**src/hdl/tsta_pkg.sv**
```systemverilog
`timescale 1ns / 1ps
// Shared types and constants for the timed slot table allocator.
// Used by the slot cell, the top level and the port checker; depends on nothing.
package tsta_pkg;

  localparam int SLOTS_DEF  = 8;
  // Slot index wide enough for a table of up to 64 slots.
  localparam int SLOT_IDX_W = 6;

  localparam int FUNC_W  = 2;
  localparam int TIME_W  = 16;
  localparam int COORD_W = 20;
  localparam int RAD_W   = 16;
  localparam int COLOR_W = 24;
  localparam int RSLOT_W = 3;
  localparam int MASK_W  = 8;

  localparam logic [TIME_W-1:0] DURATION_RST = TIME_W'(512);

  localparam logic [FUNC_W-1:0] FUNC_TICK  = 2'd0;
  localparam logic [FUNC_W-1:0] FUNC_SPAWN = 2'd1;
  localparam logic [FUNC_W-1:0] FUNC_READ  = 2'd2;

  // Broadcast from the controller to every cell.
  typedef struct packed {
    logic                  tick;
    logic [TIME_W-1:0]     dt;
    logic                  wr_en;
    logic [SLOT_IDX_W-1:0] wr_idx;
    logic [COORD_W-1:0]    cx;
    logic [COORD_W-1:0]    cy;
    logic [RAD_W-1:0]      rad;
    logic [COLOR_W-1:0]    col;
    logic [TIME_W-1:0]     dur;
    logic [RSLOT_W-1:0]    rd_slot;
  } ctl_t;

  // Record handed from cell to cell during a search or read pass.
  typedef struct packed {
    logic                  valid;
    logic                  found_free;
    logic                  have;
    logic [SLOT_IDX_W-1:0] best_idx;
    logic [TIME_W-1:0]     best_time;
    logic                  rd_active;
    logic [COORD_W-1:0]    rd_cx;
    logic [COORD_W-1:0]    rd_cy;
    logic [RAD_W-1:0]      rd_rad;
    logic [COLOR_W-1:0]    rd_col;
    logic [TIME_W-1:0]     rd_rem;
  } carry_t;

endpackage

```
**src/hdl/tsta_cell.sv**
```systemverilog
`timescale 1ns / 1ps
// One slot of the table: its stored entry, its tick update and its stage of the search chain.
// Depends on tsta_pkg.
module tsta_cell import tsta_pkg::*; #(
  parameter int CELL_IDX = 0
) (
  input  logic   clk,
  input  logic   rst_n,
  input  ctl_t   ctl_i,
  input  carry_t carry_i,
  output carry_t carry_o,
  output logic   active_o
);

  localparam logic [SLOT_IDX_W-1:0] MY_IDX = SLOT_IDX_W'(CELL_IDX);

  logic               active_r, active_nxt;
  logic [TIME_W-1:0]  rem_r, rem_nxt;
  logic [COORD_W-1:0] cx_r, cx_nxt;
  logic [COORD_W-1:0] cy_r, cy_nxt;
  logic [RAD_W-1:0]   rad_r, rad_nxt;
  logic [COLOR_W-1:0] col_r, col_nxt;
  carry_t             carry_r, carry_nxt;

  always_comb begin
    active_nxt = active_r;
    rem_nxt    = rem_r;
    cx_nxt     = cx_r;
    cy_nxt     = cy_r;
    rad_nxt    = rad_r;
    col_nxt    = col_r;
    if (ctl_i.tick) begin
      if (active_r) begin
        if (rem_r <= ctl_i.dt) begin
          active_nxt = 1'b0;
          rem_nxt    = '0;
        end else begin
          rem_nxt = rem_r - ctl_i.dt;
        end
      end
    end else if (ctl_i.wr_en && (ctl_i.wr_idx == MY_IDX)) begin
      active_nxt = 1'b1;
      rem_nxt    = ctl_i.dur;
      cx_nxt     = ctl_i.cx;
      cy_nxt     = ctl_i.cy;
      rad_nxt    = ctl_i.rad;
      col_nxt    = ctl_i.col;
    end
  end

  // The first free slot wins outright; otherwise the strictly smallest time,
  // so an earlier slot keeps its place on a tie.
  always_comb begin
    carry_nxt = carry_i;
    if (carry_i.valid) begin
      if (!carry_i.found_free) begin
        if (!active_r) begin
          carry_nxt.found_free = 1'b1;
          carry_nxt.best_idx   = MY_IDX;
        end else if (!carry_i.have || (rem_r < carry_i.best_time)) begin
          carry_nxt.have      = 1'b1;
          carry_nxt.best_idx  = MY_IDX;
          carry_nxt.best_time = rem_r;
        end
      end
      if (int'(ctl_i.rd_slot) == CELL_IDX) begin
        carry_nxt.rd_active = active_r;
        carry_nxt.rd_cx     = cx_r;
        carry_nxt.rd_cy     = cy_r;
        carry_nxt.rd_rad    = rad_r;
        carry_nxt.rd_col    = col_r;
        carry_nxt.rd_rem    = rem_r;
      end
    end
  end

  always_ff @(posedge clk) begin
    if (!rst_n) begin
      active_r <= 1'b0;
      rem_r    <= '0;
      cx_r     <= '0;
      cy_r     <= '0;
      rad_r    <= '0;
      col_r    <= '0;
      carry_r  <= '0;
    end else begin
      active_r <= active_nxt;
      rem_r    <= rem_nxt;
      cx_r     <= cx_nxt;
      cy_r     <= cy_nxt;
      rad_r    <= rad_nxt;
      col_r    <= col_nxt;
      carry_r  <= carry_nxt;
    end
  end

  assign carry_o  = carry_r;
  assign active_o = active_r;

endmodule

```
**src/hdl/timed_slot_table_allocator_top.sv**
```systemverilog
`timescale 1ns / 1ps
// Top level of the timed slot table allocator: controller and the row of slot cells.
// Depends on tsta_pkg and tsta_cell.
//
// Usage. Items arrive on the in_ channel (valid/ready) and each gives exactly one result item
// on the out_ channel (valid/ready). A tick item ages every active slot by in_elapsed, a spawn
// item places an entry in the first free slot (or the slot closest to expiry, lowest index
// on ties) and a read item returns the stored entry of in_read_slot.
// The table is a row of SLOTS cells. A spawn or read sends one record down the row, one cell
// per cycle, collecting the search winner and the read data as it goes; the row length thus
// sets the latency. One item is in work at a time.
// After acceptance, a tick or an unused function code passes through S_EXEC and S_FIN, and a
// spawn or read through S_EXEC, S_SCAN and S_FIN, before out_valid; the next item is taken
// as soon as the result has been placed in the output register.
// A stalled receiver holds the result in the output register; the next item is still taken
// and worked on, and it waits in its final state until the output register frees up.
// The lifetime register is written through cfg_wr_en / cfg_wr_data; the user must write it
// only while idle, which the block does not enforce. Reset (rst_n low, synchronous) clears
// the table, sets the lifetime to 512 and empties the output register, with no clearing pass.
module timed_slot_table_allocator_top import tsta_pkg::*; #(
  parameter int SLOTS = SLOTS_DEF
) (
  input  logic               clk,
  input  logic               rst_n,
  input  logic               in_valid,
  output logic               in_ready,
  input  logic [FUNC_W-1:0]  in_func,
  input  logic [TIME_W-1:0]  in_elapsed,
  input  logic [COORD_W-1:0] in_center_x,
  input  logic [COORD_W-1:0] in_center_y,
  input  logic [RAD_W-1:0]   in_radius_in,
  input  logic [COLOR_W-1:0] in_color_in,
  input  logic [RSLOT_W-1:0] in_read_slot,
  output logic               out_valid,
  input  logic               out_ready,
  output logic [RSLOT_W-1:0] out_slot,
  output logic               out_evicted,
  output logic               out_entry_active,
  output logic [COORD_W-1:0] out_entry_center_x,
  output logic [COORD_W-1:0] out_entry_center_y,
  output logic [RAD_W-1:0]   out_entry_radius,
  output logic [COLOR_W-1:0] out_entry_color,
  output logic [TIME_W-1:0]  out_entry_remaining,
  output logic [MASK_W-1:0]  out_active_mask,
  input  logic               cfg_wr_en,
  input  logic [TIME_W-1:0]  cfg_wr_data
);

  typedef enum logic [1:0] {S_IDLE, S_EXEC, S_SCAN, S_FIN} state_t;

  state_t             state_r;
  logic [TIME_W-1:0]  duration_r;

  // Captured item.
  logic [FUNC_W-1:0]  func_r;
  logic [TIME_W-1:0]  dt_r;
  logic [COORD_W-1:0] cx_r, cy_r;
  logic [RAD_W-1:0]   rad_r;
  logic [COLOR_W-1:0] col_r;
  logic [RSLOT_W-1:0] rs_r;

  // Result gathered before it is handed to the output register.
  logic [RSLOT_W-1:0] res_slot_r;
  logic               res_evict_r;
  logic               res_active_r;
  logic [COORD_W-1:0] res_cx_r, res_cy_r;
  logic [RAD_W-1:0]   res_rad_r;
  logic [COLOR_W-1:0] res_col_r;
  logic [TIME_W-1:0]  res_rem_r;

  logic               out_valid_r;
  logic [RSLOT_W-1:0] out_slot_r;
  logic               out_evicted_r;
  logic               out_entry_active_r;
  logic [COORD_W-1:0] out_cx_r, out_cy_r;
  logic [RAD_W-1:0]   out_rad_r;
  logic [COLOR_W-1:0] out_col_r;
  logic [TIME_W-1:0]  out_rem_r;
  logic [MASK_W-1:0]  out_mask_r;

  ctl_t               ctl;
  carry_t             inject;
  carry_t             chain_in  [SLOTS];
  carry_t             chain_out [SLOTS];
  carry_t             tail;
  logic [SLOTS-1:0]   act;
  logic [MASK_W-1:0]  mask;
  logic               is_search;
  logic               out_free;
  logic               out_load;

  assign is_search = (func_r == FUNC_SPAWN) || (func_r == FUNC_READ);
  assign tail      = chain_out[SLOTS-1];
  assign out_free  = !out_valid_r || out_ready;
  // The finished result moves into the output register in this cycle.
  assign out_load  = (state_r == S_FIN) && out_free;

  always_comb begin
    ctl         = '0;
    ctl.tick    = (state_r == S_EXEC) && (func_r == FUNC_TICK);
    ctl.dt      = dt_r;
    ctl.wr_en   = (state_r == S_SCAN) && tail.valid && (func_r == FUNC_SPAWN);
    ctl.wr_idx  = tail.best_idx;
    ctl.cx      = cx_r;
    ctl.cy      = cy_r;
    ctl.rad     = rad_r;
    ctl.col     = col_r;
    ctl.dur     = duration_r;
    // Every search pass looks up this slot, but a spawn drops the read data, so its read fields stay zero.
    ctl.rd_slot = rs_r;
  end

  always_comb begin
    inject       = '0;
    inject.valid = (state_r == S_EXEC) && is_search;
  end

  genvar g;
  generate
    for (g = 0; g < SLOTS; g++) begin : g_cell
      if (g == 0) begin : g_head
        assign chain_in[g] = inject;
      end else begin : g_link
        assign chain_in[g] = chain_out[g-1];
      end
      tsta_cell #(.CELL_IDX(g)) u_cell (
        .clk      (clk),
        .rst_n    (rst_n),
        .ctl_i    (ctl),
        .carry_i  (chain_in[g]),
        .carry_o  (chain_out[g]),
        .active_o (act[g])
      );
    end
    for (g = 0; g < MASK_W; g++) begin : g_mask
      if (g < SLOTS) begin : g_bit
        assign mask[g] = act[g];
      end else begin : g_zero
        assign mask[g] = 1'b0;
      end
    end
  endgenerate

  always_ff @(posedge clk) begin
    if (!rst_n) begin
      state_r            <= S_IDLE;
      duration_r         <= DURATION_RST;
      out_valid_r        <= 1'b0;
      func_r             <= FUNC_TICK;
      dt_r               <= '0;
      cx_r               <= '0;
      cy_r               <= '0;
      rad_r              <= '0;
      col_r              <= '0;
      rs_r               <= '0;
      res_slot_r         <= '0;
      res_evict_r        <= 1'b0;
      res_active_r       <= 1'b0;
      res_cx_r           <= '0;
      res_cy_r           <= '0;
      res_rad_r          <= '0;
      res_col_r          <= '0;
      res_rem_r          <= '0;
      out_slot_r         <= '0;
      out_evicted_r      <= 1'b0;
      out_entry_active_r <= 1'b0;
      out_cx_r           <= '0;
      out_cy_r           <= '0;
      out_rad_r          <= '0;
      out_col_r          <= '0;
      out_rem_r          <= '0;
      out_mask_r         <= '0;
    end else begin
      if (cfg_wr_en) begin
        duration_r <= cfg_wr_data;
      end
      if (out_load) begin
        out_valid_r <= 1'b1;
      end else if (out_valid_r && out_ready) begin
        out_valid_r <= 1'b0;
      end
      unique case (state_r)
        S_IDLE: begin
          if (in_valid) begin
            func_r       <= in_func;
            dt_r         <= in_elapsed;
            cx_r         <= in_center_x;
            cy_r         <= in_center_y;
            rad_r        <= in_radius_in;
            col_r        <= in_color_in;
            rs_r         <= in_read_slot;
            res_slot_r   <= '0;
            res_evict_r  <= 1'b0;
            res_active_r <= 1'b0;
            res_cx_r     <= '0;
            res_cy_r     <= '0;
            res_rad_r    <= '0;
            res_col_r    <= '0;
            res_rem_r    <= '0;
            state_r      <= S_EXEC;
          end
        end
        S_EXEC: begin
          state_r <= is_search ? S_SCAN : S_FIN;
        end
        S_SCAN: begin
          if (tail.valid) begin
            if (func_r == FUNC_SPAWN) begin
              res_slot_r  <= RSLOT_W'(tail.best_idx);
              res_evict_r <= !tail.found_free;
            end else begin
              res_slot_r   <= rs_r;
              res_active_r <= tail.rd_active;
              res_cx_r     <= tail.rd_cx;
              res_cy_r     <= tail.rd_cy;
              res_rad_r    <= tail.rd_rad;
              res_col_r    <= tail.rd_col;
              res_rem_r    <= tail.rd_rem;
            end
            state_r <= S_FIN;
          end
        end
        S_FIN: begin
          // The mask is taken here, after any spawn write has landed.
          if (out_free) begin
            out_slot_r         <= res_slot_r;
            out_evicted_r      <= res_evict_r;
            out_entry_active_r <= res_active_r;
            out_cx_r           <= res_cx_r;
            out_cy_r           <= res_cy_r;
            out_rad_r          <= res_rad_r;
            out_col_r          <= res_col_r;
            out_rem_r          <= res_rem_r;
            out_mask_r         <= mask;
            state_r            <= S_IDLE;
          end
        end
        default: begin
          state_r <= S_IDLE;
        end
      endcase
    end
  end

  assign in_ready            = (state_r == S_IDLE);
  assign out_valid           = out_valid_r;
  assign out_slot            = out_slot_r;
  assign out_evicted         = out_evicted_r;
  assign out_entry_active    = out_entry_active_r;
  assign out_entry_center_x  = out_cx_r;
  assign out_entry_center_y  = out_cy_r;
  assign out_entry_radius    = out_rad_r;
  assign out_entry_color     = out_col_r;
  assign out_entry_remaining = out_rem_r;
  assign out_active_mask     = out_mask_r;

endmodule

```
**config.mk**
```make
export PLATFORM = sky130hd
export DESIGN_NAME = timed_slot_table_allocator_top
export DESIGN_NICKNAME = d
export VERILOG_FILES = /design/src/hdl/tsta_pkg.sv /design/src/hdl/tsta_cell.sv /design/src/hdl/timed_slot_table_allocator_top.sv
export SDC_FILE = /design/constraint.sdc
export NUM_CORES = 2
export LEC_CHECK = 0
export ABC_CLOCK_PERIOD_IN_PS = 4440
export BUFFER_PORTS_ARGS = -buffer_cell sky130_fd_sc_hd__buf_2
export CORE_AREA = 2 2 648 489
export DETAILED_ROUTE_END_ITERATION = 8
export DIE_AREA = 0 0 650 491
export GPL_ROUTABILITY_DRIVEN = 0
export PLACE_DENSITY = 0.4
export SLEW_MARGIN = 30
export SYNTH_ARGS = -nofsm -noshare
export SYNTH_HDL_FRONTEND = slang
export SYNTH_SLANG_ARGS = --single-unit
```
**constraint.sdc**
```tcl
create_clock -name clk -period 4.44 [get_ports clk]
set_input_delay 0.444 -clock clk [delete_from_list [all_inputs] [get_ports clk]]
set_output_delay 0.444 -clock clk [all_outputs]
set_load 0.01 [all_outputs]
```
==> summary by stage <==
Power and ir drop
In this run the static leakage power is 31.8 nW. The maximum resistive drop on vdd is around 450 µV. In this run, flip-flops and latches consume a little over two fifths of the power. The net switching power is around 12 mW. Of the total power, the share spent switching nets is between 20 and 30%. Per report_power, the clock group accounts for 43.1% of the total. The internal power of the cells is 31.1 mW. The combinational group share of total power is around an eighth. Power spread over the standard cell area amounts to 472 nW/µm².

Timing
The total negative slack is 0 ps. The number of pins with negative max-slew slack in the final report was 0. The pin slew with the least headroom to its limit is 992 ps. Setup violations remaining at the end of the flow were counted as 0.

Across the routed clock network, the largest skew measured is about 58 ps. The hold violation total from the final report is 0. In this run the tightest slew margin relative to its limit is ~34%. Setup repair after global routing left no endpoint under its margin. The clock period could shrink to roughly 3500 ps.

The worst path uses 78.6% of the clock period. Across all hold checks on the routed design, the worst slack comes to approximately 45 ps. Static timing analysis puts the maximum clock frequency at approximately 290 MHz.

Die
The die height is between 400 and 500 µm. The width of the die is about 650 µm. In this run the core area contains approximately 180 standard-cell rows. The initial cell density of the core is about 25%. The area of the placeable core is between 300000 and 400000 µm². In this run the count of I/O pins placed on the die edge is about 230. The die area is ~320000 µm².

Finish
Once layout is complete, the cells apart from fillers number ~14000. The layout has 33273 filler cells. The share of post-route cells with drive strength above 1 is about 8.2%. Cells fill between 20% and 30% of the core in the end. The final design instance area without fill is approximately 92000 µm². In the final design database the tool counted between 10000 and 15000 nets. The area growth from synthesis to layout is 18.2%.

Place
Summed over all nets, the half-perimeter wirelength after detailed placement is around 190000 µm. The number of placed instances, taps included, is around 14000. The post-place instance area is around 84000 µm².

In this run the tool buffered the top-level ports with about 230 buffer cells.

Synth
The synthesized design spends more area on one cell type than any other, namely sky130_fd_sc_hd__dfxtp_1. The summed instance area of the synthesized netlist is 77900 µm². The top flip-flop cell by instance count after synthesis is sky130_fd_sc_hd__dfxtp_1. Ranked by total cell area, the synthesized netlist is headed by sky130_fd_sc_hd__dfxtp_1, sky130_fd_sc_hd__nand2_1, sky130_fd_sc_hd__a21oi_1. The fraction of post-synthesis cell area in the top cell type by area is 52.3%. Synthesis produced a netlist whose cell count is 9738.

The commonest cells after synthesis are sky130_fd_sc_hd__nand2_1, sky130_fd_sc_hd__dfxtp_1, sky130_fd_sc_hd__a21oi_1. After synthesis the netlist holds a flip-flop and latch count of slightly above 2000. By instance count, the leading cell after synthesis is sky130_fd_sc_hd__nand2_1. The synthesized design contains 0 enable-type register cells. Averaged over all synthesized cells, the footprint is about 8 µm². For this run, asynchronously set or reset flops after synthesis account for 0%. The warning count from the yosys run is 0. The total nets after synthesis is approximately 10000. The fraction of the yosys area taken by sequential cells is a little over half. The distinct cell type count of the synthesized netlist is 73.

Clock network
Clock latency on the worst-skew pair, taken at its later pin, is 890 ps. The total setup buffers inserted after CTS is 0. The CTS tree is yes.

Clock-pin slew was measured on the worst setup and hold paths at 60 ps. The total clock buffers created by CTS is 224. The cell sitting at the root of the clock tree is a sky130_fd_sc_hd__clkbuf_16.

The number of clock sinks is around 2000. The maximum level of the CTS H-tree is 4. In this run the deepest clock path goes through 4 buffers.

Worst hold path
The classification of the worst-slack hold path is in -> reg.

Route
The pre-antenna-repair detailed-routing pass consisted of 6 iterations. After detailed routing, the average wire length per cell comes to approximately 21 µm. In this run the remaining antenna-violating nets after routing total 0. The detailed router's first-iteration violation count is 5658. After detailed routing, the number of vias per cell comes to between 4 and 5. The final route contains roughly 66000 vias. The residual DRC count is 0. The final wirelength is between 200000 and 300000 µm.

Worst setup path
STA classifies the critical path startpoint as a flop. The classification of the worst setup path is reg -> reg. The endpoint required time on the critical path is approximately 5200 ps. The type of element capturing the critical path is a flop. The highest fanout seen on the critical path is 13.

The arrival time of the worst setup path is 4250 ps.

Global routing
The initial antenna violation count came to 15. The total global routing track utilization is around 18%. After global routing the overflow that remains totals 0. The first global-routing pass estimated 432000 µm of wire. The number of global-route vias before repair is between 60000 and 70000. The maximum number of pins on one net before global-route repair is 139.

Flow run
The max capacitance violation total is 0.

Status
The run finished with clean final reports.
[metrics by stage]
stage               setup slack (ps)  total power [mW]
floorplan                       1570              22.6
global placement                1080              25.0
detailed placement              1060              25.0
CTS                             1020              44.0
global route                     758              45.2
finish                           949              43.4
[logic make-up (layout without fill, tap and decap cells)]
| kind of cell | Yosys count | count (layout) | synth area share [%] |
|---|---|---|---|
| other | 0 | 3 | 0 |
| adders and majority gates | 247 | 247 | 4.04 |
| xor gates and xnor gates | 88 | 88 | 0.989 |
| AOI/OAI and AO/OA | 2423 | 2423 | 17.2 |
| DFF | 2034 | 2034 | 52.3 |
| buffers and inverters | 912 | 1092 | 4.44 |
| and+or+nand+nor | 3991 | 3991 | 20.5 |
| muxes | 43 | 43 | 0.554 |
[cell type report]
| type | count | area, µm² | area share (%) |
|---|---|---|---|
| antenna | 3 | 7.51 | 0.00815 |
| clock buffer | 340 | 6670 | 7.25 |
| clock inverter | 55 | 617 | 0.670 |
| inverter | 177 | 672 | 0.730 |
| multi-input combinational | 6792 | 34000 | 37.0 |
| sequential | 2034 | 40700 | 44.2 |
| tap | 4140 | 5180 | 5.63 |
| timing repair buffer | 520 | 4170 | 4.53 |
[power groups by stage]
stage	Clock [mW]	Combinational [mW]	Sequential [mW]
floorplan	0	3.73	18.9
global placement	0	5.52	19.5
detailed placement	0	5.52	19.5
CTS	19.3	5.62	19.1
global route	20.0	6.09	19.1
finish	18.7	5.62	19.1
[per-layer routing]
| layer | part of all wire [%] | global-route usage, % |
|---|---|---|
| met4 | 2.3 | 3.99 |
| met3 | 5.4 | 2.76 |
| met2 | 42 | 27.0 |
| met5 | 0 | 0 |
| met1 | 50 | 26.2 |
[placed cells by master, fill, tap and decap left out, types with 61 or more instances in the layout]
cell                            instances
sky130_fd_sc_hd__nand2_1             3268
sky130_fd_sc_hd__dfxtp_1             2034
sky130_fd_sc_hd__a21oi_1             1696
sky130_fd_sc_hd__nor2_1               255
sky130_fd_sc_hd__ha_1                 239
sky130_fd_sc_hd__buf_2                231
sky130_fd_sc_hd__clkbuf_16            225
sky130_fd_sc_hd__o21ai_0              200
sky130_fd_sc_hd__inv_1                176
sky130_fd_sc_hd__nand3_1              134
sky130_fd_sc_hd__buf_4                131
sky130_fd_sc_hd__and2_1               116
sky130_fd_sc_hd__dlygate4sd3_1        112
sky130_fd_sc_hd__a31oi_1              108
sky130_fd_sc_hd__a22oi_1               99
sky130_fd_sc_hd__o31ai_1               83
sky130_fd_sc_hd__a21o_1                69
sky130_fd_sc_hd__clkbuf_8              61
[flip-flops by register name, summed over array words and instances, names as in the netlist, 24 cells and up]
register and flops:
g_cell.u_cell.rad_r 128, g_cell.u_cell.cy_r 160, g_cell.u_cell.rem_r 128, g_cell.u_cell.carry_o 928
res_col_r 24, col_r 24, g_cell.u_cell.cx_r 160, g_cell.u_cell.col_r 192
out_entry_color 24
[critical path, stage by stage (launching register included)]
cell and delay, ps:
sky130_fd_sc_hd__dfxtp_1 310, sky130_fd_sc_hd__inv_1 590, sky130_fd_sc_hd__ha_1 390, sky130_fd_sc_hd__nand2_1 110, sky130_fd_sc_hd__nor3_1 260, sky130_fd_sc_hd__a221oi_1 110
sky130_fd_sc_hd__o21ai_1 210, sky130_fd_sc_hd__o311ai_2 170, sky130_fd_sc_hd__nor2_1 740, sky130_fd_sc_hd__nand3_1 250, sky130_fd_sc_hd__o221ai_1 210
[path summary, 6_finish.rpt]
| check | depth (start not counted) | slack, ps | start | end |
|---|---|---|---|---|
| max | 10 | 950 | dt_r[6]$_SDFFE_PN0P_ | g_cell[3].u_cell.rem_r[14]$_SDFFE_PN0P_ |
| min reg2reg | 2 | 410 | g_cell[1].u_cell.carry_o[71]$_SDFF_PN0_ | g_cell[2].u_cell.carry_o[71]$_SDFF_PN0_ |
| max reg2reg | 10 | 950 | dt_r[6]$_SDFFE_PN0P_ | g_cell[3].u_cell.rem_r[14]$_SDFFE_PN0P_ |
| min | 3 | 40 | in_color_in[23] | col_r[23]$_SDFFE_PN0P_ |
[timing repair]
action | in CTS | in global routing
hold endpoints to repair | 104 | 3
gates resized for setup | 0 | 0
hold buffers | 109 | 3
(Power assumes the default switching activity.)
